`src/sv/rdrf_pkg.sv`:
```
`timescale 1ns / 1ps
// ----------------------------------------------------------------------------
// rdrf_pkg
// Shared constants, transfer-code tables and the controller command type for
// the rotating display register file.
// ----------------------------------------------------------------------------
package rdrf_pkg;

   // Register depth and bus geometry
   localparam int DigitCount = 12;
   localparam int BusNibbles = 12;
   localparam int NibW       = 4;
   localparam int DataW      = BusNibbles * NibW;
   localparam int AnnW       = 12;
   localparam int ModeW      = 2;
   localparam int AdrW       = 4;
   localparam int CntW       = $clog2(BusNibbles + 1);

   // Request modes
   localparam logic [ModeW-1:0] ModeRead     = 2'd0;
   localparam logic [ModeW-1:0] ModeWrite    = 2'd1;
   localparam logic [ModeW-1:0] ModeAnnWrite = 2'd2;

   // Special transfer codes
   localparam logic [AdrW-1:0] AdrWholeLast = 4'd2;
   localparam logic [AdrW-1:0] AdrAnnRead   = 4'd5;

   // Register selects
   localparam logic [1:0] RegA = 2'd0;
   localparam logic [1:0] RegB = 2'd1;
   localparam logic [1:0] RegC = 2'd2;

   // Register sets
   localparam logic [2:0] SetA   = 3'd0;
   localparam logic [2:0] SetB   = 3'd1;
   localparam logic [2:0] SetC   = 3'd2;
   localparam logic [2:0] SetAb  = 3'd3;
   localparam logic [2:0] SetAbc = 3'd4;

   // Nibble counts
   localparam logic [CntW-1:0] CntNone  = CntW'(0);
   localparam logic [CntW-1:0] CntOne   = CntW'(1);
   localparam logic [CntW-1:0] CntTwo   = CntW'(2);
   localparam logic [CntW-1:0] CntThree = CntW'(3);
   localparam logic [CntW-1:0] CntWhole = CntW'(BusNibbles);

   typedef struct packed {
      logic [2:0]      set;
      logic            left;
      logic [CntW-1:0] cnt;
   } rdrf_xfer_type;

   // Read decode, indexed by transfer code
   localparam rdrf_xfer_type RdTable [16] = '{
      '{SetA,   1'b0, CntWhole}, '{SetB,   1'b0, CntWhole},
      '{SetC,   1'b0, CntWhole}, '{SetAb,  1'b1, CntWhole},
      '{SetAbc, 1'b1, CntWhole}, '{SetA,   1'b0, CntNone},
      '{SetC,   1'b1, CntOne},   '{SetA,   1'b0, CntOne},
      '{SetB,   1'b0, CntOne},   '{SetC,   1'b0, CntOne},
      '{SetA,   1'b1, CntOne},   '{SetB,   1'b1, CntOne},
      '{SetAb,  1'b0, CntTwo},   '{SetAb,  1'b1, CntTwo},
      '{SetAbc, 1'b0, CntThree}, '{SetAbc, 1'b1, CntThree}
   };

   // Write decode, indexed by transfer code
   localparam rdrf_xfer_type WrTable [16] = '{
      '{SetA,   1'b0, CntWhole}, '{SetB,   1'b0, CntWhole},
      '{SetC,   1'b0, CntWhole}, '{SetAb,  1'b0, CntWhole},
      '{SetAbc, 1'b0, CntWhole}, '{SetAb,  1'b1, CntWhole},
      '{SetAbc, 1'b1, CntWhole}, '{SetA,   1'b0, CntOne},
      '{SetB,   1'b0, CntOne},   '{SetC,   1'b0, CntOne},
      '{SetA,   1'b1, CntOne},   '{SetB,   1'b1, CntOne},
      '{SetAb,  1'b0, CntTwo},   '{SetAb,  1'b1, CntTwo},
      '{SetAbc, 1'b0, CntThree}, '{SetAbc, 1'b1, CntThree}
   };

   // Controller to datapath command
   typedef struct packed {
      logic            start;
      logic            step;
      logic            finish;
      logic            whole;
      logic            wr;
      logic            left;
      logic [1:0]      reg_sel;
      logic [CntW-1:0] nib;
      logic            dch;
      logic            ach;
      logic            sel_ann;
   } rdrf_cmd_type;

endpackage

```
`src/sv/rotating_display_register_file_core.sv`:
```
`timescale 1ns / 1ps
// ----------------------------------------------------------------------------
// rotating_display_register_file_core
// Three circular display registers (A, B nibble-wide, C bit-wide) with
// pointers and an annunciator word, moved by read and write transfers.
// ----------------------------------------------------------------------------
// The sequencer takes an item, then steps the single store access port once
// per cycle for each nibble the item moves: twelve for whole-register and
// twelve-nibble interleaved transfers, one to three for single and short
// interleaved steps, none for annunciator reads and writes. It then loads the
// response register, waiting while a stalled result still holds it, and only
// then takes the next item. A finished result waits in the response register
// while the next item is taken.
// ----------------------------------------------------------------------------
module rotating_display_register_file_core #(
   parameter int DIGIT_COUNT = rdrf_pkg::DigitCount
) (
   input  logic                           clock,
   input  logic                           reset,
   input  logic                           req_valid,
   output logic                           req_stall,
   input  logic [rdrf_pkg::ModeW-1:0]     req_mode,
   input  logic [rdrf_pkg::AdrW-1:0]      req_address,
   input  logic [rdrf_pkg::DataW-1:0]     req_write_data,
   output logic                           rsp_valid,
   input  logic                           rsp_stall,
   output logic [rdrf_pkg::DataW-1:0]     rsp_read_data,
   output logic                           rsp_digits_changed,
   output logic                           rsp_annunciators_changed
);

   rdrf_pkg::rdrf_cmd_type cmd;

   // Sequencer
   rdrf_ctrl u_ctrl (
      .clock       (clock),
      .reset       (reset),
      .req_valid   (req_valid),
      .req_stall   (req_stall),
      .req_mode    (req_mode),
      .req_address (req_address),
      .rsp_valid   (rsp_valid),
      .rsp_stall   (rsp_stall),
      .cmd         (cmd)
   );

   // Stores and payload
   rdrf_datapath #(
      .DIGIT_COUNT (DIGIT_COUNT)
   ) u_datapath (
      .clock                    (clock),
      .reset                    (reset),
      .cmd                      (cmd),
      .req_write_data           (req_write_data),
      .rsp_read_data            (rsp_read_data),
      .rsp_digits_changed       (rsp_digits_changed),
      .rsp_annunciators_changed (rsp_annunciators_changed)
   );

endmodule

```
`src/sv/rdrf_ctrl.sv`:
```
`timescale 1ns / 1ps
// ----------------------------------------------------------------------------
// rdrf_ctrl
// Sequencer: decodes a request, issues one nibble step per cycle and hands
// the finished result to the response register.
// ----------------------------------------------------------------------------
module rdrf_ctrl (
   input  logic                           clock,
   input  logic                           reset,
   input  logic                           req_valid,
   output logic                           req_stall,
   input  logic [rdrf_pkg::ModeW-1:0]     req_mode,
   input  logic [rdrf_pkg::AdrW-1:0]      req_address,
   output logic                           rsp_valid,
   input  logic                           rsp_stall,
   output rdrf_pkg::rdrf_cmd_type         cmd
);

   typedef enum logic [2:0] {
      S_IDLE = 3'b001,
      S_STEP = 3'b010,
      S_DONE = 3'b100
   } state_type;

   state_type                     state_ff, state_in;
   logic [rdrf_pkg::CntW-1:0]     step_ff, step_in;
   logic [rdrf_pkg::CntW-1:0]     cnt_ff, cnt_in;
   logic [2:0]                    set_ff, set_in;
   logic [1:0]                    rsel_ff, rsel_in;
   logic                          left_ff, left_in;
   logic                          wr_ff, wr_in;
   logic                          whole_ff, whole_in;
   logic                          dch_ff, dch_in;
   logic                          ach_ff, ach_in;
   logic                          sel_ann_ff, sel_ann_in;
   logic                          rsp_valid_ff, rsp_valid_in;

   rdrf_pkg::rdrf_xfer_type       xfer;
   logic                          is_rd, is_wr, is_ann_wr;
   logic                          accept, out_free;
   logic [1:0]                    rsel_first, rsel_next;

   // Decode the request on the input port
   always_comb begin
      is_rd     = (req_mode == rdrf_pkg::ModeRead);
      is_wr     = (req_mode == rdrf_pkg::ModeWrite);
      is_ann_wr = (req_mode == rdrf_pkg::ModeAnnWrite);
      xfer      = is_wr ? rdrf_pkg::WrTable[req_address] : rdrf_pkg::RdTable[req_address];
      rsel_first = (xfer.set < rdrf_pkg::SetAb) ? xfer.set[1:0] : rdrf_pkg::RegA;
   end

   // Rotate the register select through the set
   always_comb begin
      rsel_next = rsel_ff;
      if (set_ff == rdrf_pkg::SetAb) begin
         rsel_next = (rsel_ff == rdrf_pkg::RegA) ? rdrf_pkg::RegB : rdrf_pkg::RegA;
      end else if (set_ff == rdrf_pkg::SetAbc) begin
         rsel_next = (rsel_ff == rdrf_pkg::RegC) ? rdrf_pkg::RegA : rsel_ff + 2'd1;
      end
   end

   assign req_stall = (state_ff != S_IDLE);
   assign rsp_valid = rsp_valid_ff;
   assign accept    = req_valid && !req_stall;
   assign out_free  = !rsp_valid_ff || !rsp_stall;

   // Next state and command
   always_comb begin
      state_in     = state_ff;
      step_in      = step_ff;
      cnt_in       = cnt_ff;
      set_in       = set_ff;
      rsel_in      = rsel_ff;
      left_in      = left_ff;
      wr_in        = wr_ff;
      whole_in     = whole_ff;
      dch_in       = dch_ff;
      ach_in       = ach_ff;
      sel_ann_in   = sel_ann_ff;
      rsp_valid_in = rsp_valid_ff && rsp_stall;

      cmd          = '0;
      cmd.whole    = whole_ff;
      cmd.wr       = wr_ff;
      cmd.left     = left_ff;
      cmd.reg_sel  = rsel_ff;
      cmd.nib      = step_ff;
      cmd.dch      = dch_ff;
      cmd.ach      = ach_ff;
      cmd.sel_ann  = sel_ann_ff;

      unique case (state_ff)
         S_IDLE: begin
            if (accept) begin
               cmd.start   = 1'b1;
               cmd.reg_sel = rsel_first;
               cnt_in      = (is_rd || is_wr) ? xfer.cnt : rdrf_pkg::CntNone;
               step_in     = rdrf_pkg::CntNone;
               set_in      = xfer.set;
               rsel_in     = rsel_first;
               left_in     = xfer.left;
               wr_in       = is_wr;
               whole_in    = (req_address <= rdrf_pkg::AdrWholeLast);
               dch_in      = is_wr || (is_rd && (req_address > rdrf_pkg::AdrWholeLast)
                                              && (req_address != rdrf_pkg::AdrAnnRead));
               ach_in      = is_ann_wr;
               sel_ann_in  = is_rd && (req_address == rdrf_pkg::AdrAnnRead);
               state_in    = (cnt_in == rdrf_pkg::CntNone) ? S_DONE : S_STEP;
            end
         end
         S_STEP: begin
            // One nibble per cycle
            cmd.step = 1'b1;
            step_in  = step_ff + rdrf_pkg::CntOne;
            rsel_in  = rsel_next;
            if (step_ff == cnt_ff - rdrf_pkg::CntOne) begin
               state_in = S_DONE;
            end
         end
         S_DONE: begin
            // Hold until the response register is free
            if (out_free) begin
               cmd.finish   = 1'b1;
               rsp_valid_in = 1'b1;
               state_in     = S_IDLE;
            end
         end
         default: begin
            state_in = S_IDLE;
         end
      endcase
   end

   always_ff @(posedge clock) begin
      if (reset) begin
         state_ff     <= S_IDLE;
         rsp_valid_ff <= 1'b0;
         step_ff      <= '0;
         cnt_ff       <= '0;
         set_ff       <= '0;
         rsel_ff      <= '0;
         left_ff      <= 1'b0;
         wr_ff        <= 1'b0;
         whole_ff     <= 1'b0;
         dch_ff       <= 1'b0;
         ach_ff       <= 1'b0;
         sel_ann_ff   <= 1'b0;
      end else begin
         state_ff     <= state_in;
         rsp_valid_ff <= rsp_valid_in;
         step_ff      <= step_in;
         cnt_ff       <= cnt_in;
         set_ff       <= set_in;
         rsel_ff      <= rsel_in;
         left_ff      <= left_in;
         wr_ff        <= wr_in;
         whole_ff     <= whole_in;
         dch_ff       <= dch_in;
         ach_ff       <= ach_in;
         sel_ann_ff   <= sel_ann_in;
      end
   end

endmodule

```
`src/sv/rdrf_datapath.sv`:
```
`timescale 1ns / 1ps
// ----------------------------------------------------------------------------
// rdrf_datapath
// Register stores, pointers, annunciator word, data shifter, read
// accumulator and response payload register.
// ----------------------------------------------------------------------------
module rdrf_datapath #(
   parameter int DIGIT_COUNT = rdrf_pkg::DigitCount
) (
   input  logic                           clock,
   input  logic                           reset,
   input  rdrf_pkg::rdrf_cmd_type         cmd,
   input  logic [rdrf_pkg::DataW-1:0]     req_write_data,
   output logic [rdrf_pkg::DataW-1:0]     rsp_read_data,
   output logic                           rsp_digits_changed,
   output logic                           rsp_annunciators_changed
);

   localparam int             PtrW    = (DIGIT_COUNT > 1) ? $clog2(DIGIT_COUNT) : 1;
   localparam logic [PtrW-1:0] LastPos = PtrW'(DIGIT_COUNT - 1);
   localparam int             NibW    = rdrf_pkg::NibW;

   logic [NibW-1:0]            store_a_ff [DIGIT_COUNT];
   logic [NibW-1:0]            store_a_in [DIGIT_COUNT];
   logic [NibW-1:0]            store_b_ff [DIGIT_COUNT];
   logic [NibW-1:0]            store_b_in [DIGIT_COUNT];
   logic                       store_c_ff [DIGIT_COUNT];
   logic                       store_c_in [DIGIT_COUNT];
   logic [PtrW-1:0]            ptr_a_ff, ptr_a_in;
   logic [PtrW-1:0]            ptr_b_ff, ptr_b_in;
   logic [PtrW-1:0]            ptr_c_ff, ptr_c_in;
   logic [PtrW-1:0]            j_ff, j_in;
   logic [rdrf_pkg::AnnW-1:0]  ann_ff, ann_in;
   logic [rdrf_pkg::DataW-1:0] data_ff, data_in;
   logic [rdrf_pkg::DataW-1:0] acc_ff, acc_in;
   logic [rdrf_pkg::DataW-1:0] rdata_ff, rdata_in;
   logic                       dch_ff, dch_in;
   logic                       ach_ff, ach_in;

   logic [PtrW-1:0]            ptr_sel, base, pos_dec, pos_inc, idx, nxt;
   logic                       back;
   logic [NibW-1:0]            rd_val;

   // Pick the pointer of the selected register
   always_comb begin
      case (cmd.reg_sel)
         rdrf_pkg::RegA: ptr_sel = ptr_a_ff;
         rdrf_pkg::RegB: ptr_sel = ptr_b_ff;
         rdrf_pkg::RegC: ptr_sel = ptr_c_ff;
         default:        ptr_sel = ptr_a_ff;
      endcase
   end

   // Position of this step and the position after it
   always_comb begin
      base    = cmd.whole ? j_ff : ptr_sel;
      pos_dec = (base == '0) ? LastPos : base - PtrW'(1);
      pos_inc = (base == LastPos) ? '0 : base + PtrW'(1);
      back    = cmd.whole ? !cmd.wr : cmd.left;
      idx     = back ? pos_dec : base;
      nxt     = back ? pos_dec : pos_inc;
   end

   // Read the entry at the step position
   always_comb begin
      case (cmd.reg_sel)
         rdrf_pkg::RegA: rd_val = store_a_ff[idx];
         rdrf_pkg::RegB: rd_val = store_b_ff[idx];
         rdrf_pkg::RegC: rd_val = {{(NibW-1){1'b0}}, store_c_ff[idx]};
         default:        rd_val = '0;
      endcase
   end

   // Store writes and pointer moves
   always_comb begin
      store_a_in = store_a_ff;
      store_b_in = store_b_ff;
      store_c_in = store_c_ff;
      ptr_a_in   = ptr_a_ff;
      ptr_b_in   = ptr_b_ff;
      ptr_c_in   = ptr_c_ff;
      j_in       = j_ff;
      if (cmd.start) begin
         j_in = ptr_sel;
      end
      if (cmd.step) begin
         if (cmd.wr) begin
            case (cmd.reg_sel)
               rdrf_pkg::RegA: store_a_in[idx] = data_ff[NibW-1:0];
               rdrf_pkg::RegB: store_b_in[idx] = data_ff[NibW-1:0];
               rdrf_pkg::RegC: store_c_in[idx] = data_ff[0];
               default: ;
            endcase
         end
         if (cmd.whole) begin
            j_in = nxt;
         end else begin
            case (cmd.reg_sel)
               rdrf_pkg::RegA: ptr_a_in = nxt;
               rdrf_pkg::RegB: ptr_b_in = nxt;
               rdrf_pkg::RegC: ptr_c_in = nxt;
               default: ;
            endcase
         end
      end
   end

   // Data shifter, read accumulator, annunciator and response payload
   always_comb begin
      data_in  = data_ff;
      acc_in   = acc_ff;
      ann_in   = ann_ff;
      rdata_in = rdata_ff;
      dch_in   = dch_ff;
      ach_in   = ach_ff;
      if (cmd.start) begin
         data_in = req_write_data;
         acc_in  = '0;
      end
      if (cmd.step) begin
         data_in = data_ff >> NibW;
         if (!cmd.wr) begin
            for (int k = 0; k < rdrf_pkg::BusNibbles; k++) begin
               if (cmd.nib == rdrf_pkg::CntW'(k)) begin
                  acc_in[NibW*k +: NibW] = rd_val;
               end
            end
         end
      end
      if (cmd.finish) begin
         if (cmd.ach) begin
            ann_in = data_ff[rdrf_pkg::AnnW-1:0];
         end
         rdata_in = cmd.sel_ann
                  ? {{(rdrf_pkg::DataW-rdrf_pkg::AnnW){1'b0}}, ann_ff}
                  : acc_ff;
         dch_in   = cmd.dch;
         ach_in   = cmd.ach;
      end
   end

   always_ff @(posedge clock) begin
      if (reset) begin
         for (int k = 0; k < DIGIT_COUNT; k++) begin
            store_a_ff[k] <= '0;
            store_b_ff[k] <= '0;
            store_c_ff[k] <= 1'b0;
         end
         ptr_a_ff <= '0;
         ptr_b_ff <= '0;
         ptr_c_ff <= '0;
         ann_ff   <= '0;
      end else begin
         store_a_ff <= store_a_in;
         store_b_ff <= store_b_in;
         store_c_ff <= store_c_in;
         ptr_a_ff   <= ptr_a_in;
         ptr_b_ff   <= ptr_b_in;
         ptr_c_ff   <= ptr_c_in;
         ann_ff     <= ann_in;
      end
   end

   // Working registers and payload: no reset
   always_ff @(posedge clock) begin
      j_ff     <= j_in;
      data_ff  <= data_in;
      acc_ff   <= acc_in;
      rdata_ff <= rdata_in;
      dch_ff   <= dch_in;
      ach_ff   <= ach_in;
   end

   assign rsp_read_data            = rdata_ff;
   assign rsp_digits_changed       = dch_ff;
   assign rsp_annunciators_changed = ach_ff;

endmodule

```
`config.mk`:
```
export PLATFORM = sky130hd
export DESIGN_NAME = rotating_display_register_file_core
export DESIGN_NICKNAME = d
export VERILOG_FILES = /design/src/sv/rdrf_pkg.sv /design/src/sv/rotating_display_register_file_core.sv /design/src/sv/rdrf_ctrl.sv /design/src/sv/rdrf_datapath.sv
export SDC_FILE = /design/constraint.sdc
export NUM_CORES = 1
export LEC_CHECK = 0
export ABC_CLOCK_PERIOD_IN_PS = 7000
export BUFFER_PORTS_ARGS = -buffer_cell sky130_fd_sc_hd__buf_4
export CAP_MARGIN = 20
export CELL_PAD_IN_SITES_DETAIL_PLACEMENT = 0
export CELL_PAD_IN_SITES_GLOBAL_PLACEMENT = 2
export CORE_ASPECT_RATIO = 0.7
export CORE_MARGIN = 2
export CORE_UTILIZATION = 38
export CTS_CLUSTER_SIZE = 12
export DETAILED_ROUTE_END_ITERATION = 8
export PLACE_DENSITY = 0.76
export SLEW_MARGIN = 10
export SYNTH_ARGS = -nofsm -noshare
export SYNTH_HDL_FRONTEND = slang
export SYNTH_SLANG_ARGS = --single-unit
```
`constraint.sdc`:
```
create_clock -name clock -period 7 [get_ports clock]
set_clock_uncertainty 0.2 [all_clocks]
set_input_delay 1.05 -clock clock [delete_from_list [all_inputs] [get_ports clock]]
set_output_delay 1.05 -clock clock [all_outputs]
set_load 0.01 [all_outputs]
```
==> results of run 1 <==
## metal layers
metal  global-route usage  wire [µm]
met1               0.3190      20790
met2               0.2909      16720
met3              0.03191       2018
met4              0.04073        459
met5                    0          0
## per-stage QoR
stage / instance area (µm²) / worst slack [ps] / util
4_1_cts: 16420 / 883.2 / 0.4440
3_5_place_dp: 15420 / 328.9 / 0.4169
2_1_floorplan: 14200 / 916.3 / -
6_report: 16450 / 846.9 / 0.4447
3_3_place_gp: 15420 / 487.6 / 0.4169
5_1_grt: 16450 / 358.0 / 0.4447
## cell type report
class                           count  area (µm²)
Tap cell                          488       610.6
Timing Repair Buffer              148        1121
Inverter                           20       75.07
Sequential cell                   304        7028
Multi-Input combinational cell   1097        6610
Clock inverter                      7       53.80
Fill cell                        3556       20540
Clock buffer                       52       948.4
## state kept, by name, indices dropped and copies added (netlist names), 2 cells and up
| signal | cells |
|---|---|
| u_datapath.ptr_a_ff | 4 |
| u_datapath.store_c_ff | 12 |
| u_ctrl.cnt_ff | 3 |
| u_datapath.rsp_read_data | 48 |
| u_datapath.data_ff | 48 |
| u_ctrl.rsel_ff | 2 |
| u_ctrl.set_ff | 3 |
| u_datapath.j_ff | 4 |
| u_ctrl.state_ff | 3 |
| u_datapath.ptr_c_ff | 4 |
| u_datapath.ptr_b_ff | 4 |
| u_datapath.ann_ff | 12 |
| u_datapath.store_b_ff | 48 |
| u_ctrl.step_ff | 4 |
| u_datapath.store_a_ff | 48 |
| u_datapath.acc_ff | 48 |
## cell usage after synthesis (6+ instances only)
library cell | n | area share
nor3_1 | 10 | 0.0035
mux4_2 | 28 | 0.044
nor2b_1 | 44 | 0.019
clkbuf_1 | 72 | 0.019
o21ai_1 | 10 | 0.0035
nand3_1 | 24 | 0.0085
a21oi_1 | 132 | 0.047
o21ai_2 | 10 | 0.0062
a32o_1 | 13 | 0.0092
mux2i_1 | 72 | 0.051
buf_2 | 18 | 0.0063
or3_1 | 7 | 0.0031
dfxtp_1 | 210 | 0.30
nor3_4 | 6 | 0.0069
nor2_1 | 150 | 0.040
a22oi_1 | 7 | 0.0037
edfxtp_1 | 94 | 0.20
ha_1 | 19 | 0.017
nand2_1 | 333 | 0.088
mux2_2 | 14 | 0.011
o211ai_1 | 10 | 0.0053
a211oi_1 | 13 | 0.0069
buf_1 | 17 | 0.0045
o21ai_0 | 101 | 0.036
inv_1 | 18 | 0.0048
## path summary, 6_finish.rpt
kind	start	endpoint	slack [ps]	cells past startpoint
hold reg to reg	u_datapath.acc_ff[22]	u_datapath.acc_ff[22]	240	2
setup / recovery	req_mode[1]	u_datapath.acc_ff[41]	850	21
setup reg to reg	u_ctrl.state_ff[1]	u_datapath.acc_ff[41]	1380	19
hold / removal	u_datapath.acc_ff[22]	u_datapath.acc_ff[22]	240	2
## cell families after synthesis
group                    Yosys count  synth area share
flip-flops                       304            0.4948
AND/OR/NAND/NOR                  614            0.1891
adder cells (fa/ha/maj)           19           0.01674
multiplexers                     114            0.1062
AO/OA/AOI/OAI                    344            0.1473
buffers and inverters            138           0.04211
XOR/XNOR                           6          0.003700
## critical path, delay by kind of cell
kind                       cells  cell delay (ps)
AOI/OAI and AO/OA              7             1750
buffers and inverters          5             1130
adders and majority gates      2              860
muxes                          3              820
and+or+nand+nor                4              730
## power by group
| group | total (W) | switching [W] | internal [W] |
|---|---|---|---|
| registers | 0.00191 | 0.0000298 | 0.00188 |
| logic | 0.000836 | 0.000567 | 0.000269 |
| clock network | 0.00166 | 0.000725 | 0.000938 |
| total | 0.00441 | 0.00132 | 0.00309 |
==> impl_metrics.csv, run 1 <==
group,metric,value,unit
outcome,run_status,"finished, final reports clean",
timing,rsz0062_at_grt,"no",
timing,whs,244.3,ps
detailed_routing,wl,39990,µm
clock_tree,clkSinkCount,304,
timing,post-route-period-util,0.8790,
cells_and_area,area_growth,15.80,%
placed_design,place_congestion,0.8204,
timing,setup_viol,0,
flow_run,drv_cap,0,
synthesis,syn_avg_cell_area,9.228,µm²
synthesis,synth_seq_cells,304,
grt,antenna_found_initial,0,
clock_tree,insertion_delay,520,ps
grt,grt_pass1_vias,10770,
synthesis,ys_warn_count,0,
clock_tree,cts_tree,"done",
timing,fin_crit,6153,ps
die,fp-row-count,59,
grt,grt_usage,0.2028,
die,initial_utilization,0.3840,
cells_and_area,final_common_cell,"nand2_1",
worst_setup_path,cp_max_fo,14,
detailed_routing,wl_per_cell,18.90,µm
synthesis,synth.yosys.seq_area_share,0.4948,
clock_tree,h-tree-depth,2,
synthesis,netlist_instances,1539,
power_and_ir_drop,ir_worst_vdd,0.0001443,V
timing,final_max_slew_viol_count,0,
worst_setup_path,cp_slowest_cell,"ha_1",
die,ioPinCount,110,
worst_setup_path,cp_cell_sequence,"buf_4 -> nand2b_1 -> mux2i_1 -> nand2_1 -> o21ai_0 -> o21ai_0 -> a32o_1 -> inv_1 -> ha_1 -> nor2_1 -> a21o_1 -> o21ai_0 -> inv_1 -> ha_1 -> inv_1 -> buf_4 -> mux4_2 -> mux2i_1 -> o32a_1 -> nand3_2 -> a32o_1",
detailed_routing,drt_iter0_drc,841,
detailed_routing,vias_per_cell,5.316,
synthesis,synth_edf_count,94,
cells_and_area,drive_gt1_frac,0.1665,
clock_tree,cts.clk_slew.worst_paths,60,ps
die,dieArea,38960,µm²
clock_tree,postCtsSetupBuffers,0,
synthesis,async_flop_share,0,
timing,final.setup.tns,0,ps
cells_and_area,finalNetCount,1682,
worst_setup_path,crit_arrival,6360,ps
synthesis,synth_ff_type,"dfxtp_1",
timing,hold_viol,0,
power_and_ir_drop,cellPowerDensity,268.0,nW/µm²
worst_hold_path,min_path_type,"flip-flop to flip-flop",
detailed_routing,first_pass_iters,5,
worst_setup_path,cp.required,7200,ps
detailed_routing,num_vias,11250,
timing,slew_headroom,0.3840,
worst_setup_path,slowest_delay,540,ps
timing,worst_pin_slew,924.0,ps
clock_tree,cts-root-buf,"clkbuf_16",
clock_tree,cts_resized,0,
clock_tree,clk_path_buf_depth,3,
synthesis,syn_area,14200,µm²
synthesis,synth_nets,1616,
die,core_area,36980,µm²
placed_design,numPlacedInstances,2055,
power_and_ir_drop,design_power_total,0.004408,W
die,die_w,235.1,µm
detailed_routing,ant_nets,0,
worst_setup_path,end_kind,"flip-flop",
power_and_ir_drop,p_leak,6.192,nW
placed_design,dp_hpwl,26850,µm
grt,grt_pass1_wl,62850,µm
grt,grt_max_degree,87,
detailed_routing,drc,0,
synthesis,ys_types,73,
clock_tree,cts_hold_buf,0,
die,die_h,165.7,µm
timing,clock.fmax,162.5,MHz
cells_and_area,final_cell_mix,"nand2_1 (332), dfxtp_1 (209), nor2_1 (149)",
cells_and_area,stdcell_count,2116,
grt,grt-ovfl-total,0,
cells_and_area,diodes,0,
clock_tree,cts_buffers,34,
worst_setup_path,path_class,"primary input to flip-flop",
worst_setup_path,setup.worst_path.start_class,"primary input",
placed_design,port_buffers,109,
Power figures use the tool's default switching activity.
==> run 2: changes to the inputs <==
ABC_CLOCK_PERIOD_IN_PS = 6700   (was 7000)
MAX_ROUTING_LAYER = met4   (was default)
clock period = 6.7 ns   (was 7 ns; I/O delays follow)
==> run 2 against run 1 <==
Global-route usage is 0.87 points higher. Clock-buffer cell count down 1. Total power is 2.8% higher. Routed wire length is 0.70% higher. Via count grew 0.46%. Clock power is essentially flat. Sequential share of layout area is essentially flat. Largest cell class unchanged. Sequential power up 4%. Critical endpoint is now u_datapath.acc_ff[13]. Register-to-register slack worse by 40 ps.
==> impl_metrics.csv, run 2 (synthesized netlist as in run 1, its figures left out) <==
group,metric,value,unit
outcome,run_status,"finished, final reports clean",
detailed_routing,first_pass_iters,5,
die,die_w,235.1,µm
flow_run,drv_cap,0,
detailed_routing,ant_nets,0,
timing,final.setup.tns,0,ps
placed_design,port_buffers,109,
clock_tree,clk_path_buf_depth,3,
clock_tree,h-tree-depth,1,
detailed_routing,wl,40260,µm
power_and_ir_drop,p_leak,6.182,nW
worst_setup_path,cp.required,6950,ps
power_and_ir_drop,cellPowerDensity,275.6,nW/µm²
cells_and_area,drive_gt1_frac,0.1666,
power_and_ir_drop,design_power_total,0.004531,W
detailed_routing,vias_per_cell,5.341,
clock_tree,cts.clk_slew.worst_paths,60,ps
worst_setup_path,critPathLaunch,"req_address[1]",
worst_setup_path,end_kind,"flip-flop",
grt,grt_max_degree,97,
grt,grt-ovfl-total,0,
cells_and_area,fin_area,16440,µm²
die,die_h,165.7,µm
clock_tree,postCtsSetupBuffers,0,
grt,grt_pass1_wl,63860,µm
timing,fin_crit,5926,ps
die,initial_utilization,0.3840,
placed_design,place_congestion,0.8195,
worst_hold_path,hold_start,"u_datapath.acc_ff[46]",
placed_design,placed_area,15460,µm²
cells_and_area,finalNetCount,1683,
detailed_routing,drc,0,
die,dieArea,38960,µm²
worst_setup_path,cp_slowest_cell,"ha_1",
die,ioPinCount,110,
cells_and_area,area_growth,15.78,%
grt,grt_pass1_vias,10850,
power_and_ir_drop,ir_worst_vdd,0.0001637,V
timing,post-route-period-util,0.8845,
timing,clock.fmax,168.8,MHz
worst_setup_path,path_class,"primary input to flip-flop",
die,fp-row-count,59,
timing,worst_pin_slew,1058,ps
worst_setup_path,cp_top_family,"compound AO/OA/AOI/OAI gates",
timing,final_max_slew_viol_count,0,
clock_tree,cts_hold_buf,0,
placed_design,dp_hpwl,27460,µm
timing,whs,244.5,ps
worst_setup_path,cp_max_fo,14,
worst_setup_path,crit_buf_inv,6,
grt,grt_usage,0.2114,
clock_tree,cts_resized,0,
detailed_routing,drt_iter0_drc,851,
timing,rsz0062_at_grt,"no",
worst_setup_path,setup.worst_path.start_class,"primary input",
clock_tree,cts-root-buf,"clkbuf_16",
worst_setup_path,cp_cell_sequence,"buf_4 -> inv_1 -> ha_1 -> mux2i_1 -> nand2_1 -> o21ai_0 -> o21ai_0 -> a32o_1 -> inv_1 -> ha_1 -> nor2_1 -> a21o_1 -> o21ai_0 -> inv_1 -> ha_1 -> inv_1 -> buf_4 -> mux4_2 -> mux2i_1 -> o32a_1 -> nand3_2 -> a32o_1",
worst_setup_path,reg2reg_from,"u_ctrl.state_ff[1]",
die,core_area,36980,µm²
worst_setup_path,r2r_slack,1340,ps
clock_tree,insertion_delay,560,ps
timing,setup_viol,0,
clock_tree,cts_buffers,31,
worst_hold_path,min_path_type,"flip-flop to flip-flop",
cells_and_area,final_cell_mix,"nand2_1 (332), dfxtp_1 (209), nor2_1 (149), buf_4 (149), a21oi_1 (131)",
detailed_routing,wl_per_cell,19.03,µm
clock_tree,cts_tree,"done",
worst_setup_path,crit_arrival,6170,ps
cells_and_area,final_common_cell,"nand2_1",
timing,slew_headroom,0.2946,
worst_setup_path,slowest_delay,530,ps
worst_setup_path,path_common_cell,"inv_1",
detailed_routing,num_vias,11300,
grt,antenna_found_initial,2,
clock_tree,clkSinkCount,304,
timing,hold_viol,0,
-- run 2: through the flow --
stage / util / worst slack (ps) / instances
4_1_cts: 0.4439 / 801.1 / 2113
3_3_place_gp: 0.4181 / 356.7 / 2059
6_report: 0.4446 / 774.1 / 2116
2_1_floorplan: - / 661.3 / 1539
3_5_place_dp: 0.4181 / 205.6 / 2059
5_1_grt: 0.4446 / 426.9 / 2116
-- run 2: final timing paths --
check	to	cells after the start
max	u_datapath.acc_ff[13]	22
max reg2reg	u_datapath.acc_ff[13]	19
min reg2reg	u_datapath.acc_ff[46]	2
min	u_datapath.acc_ff[46]	2
-- run 2: final cells by class --
cell class | count | area (µm²)
antenna | 1 | 2.502
clock buffer | 51 | 910.9
clock inverter | 3 | 42.54
fill | 3611 | 20540
inverter | 20 | 75.07
multi-input combinational | 1097 | 6610
sequential | 304 | 7028
tap | 488 | 610.6
timing repair buffer | 152 | 1164
-- run 2: power by group --
group | internal, W | switching (W)
Clock | 0.000954 | 0.000705
Sequential | 0.00196 | 0.0000322
Combinational | 0.000293 | 0.000585
-- run 2: routing by layer --
| metal | up-vias | part of all wire | GRT usage |
|---|---|---|---|
| met1 | 5467 | 0.52 | 0.3217 |
| met2 | 265 | 0.41 | 0.2909 |
| met5 | - | 0 | - |
| met3 | 48 | 0.053 | 0.03973 |
| li1 | 5521 | - | - |
| met4 | 0 | 0.016 | 0.03908 |
-- run 2: worst min-delay path: stages (launching register included) --
cell and delay, ps:
dfxtp_1 310, nand2_1 50, o21ai_1 50
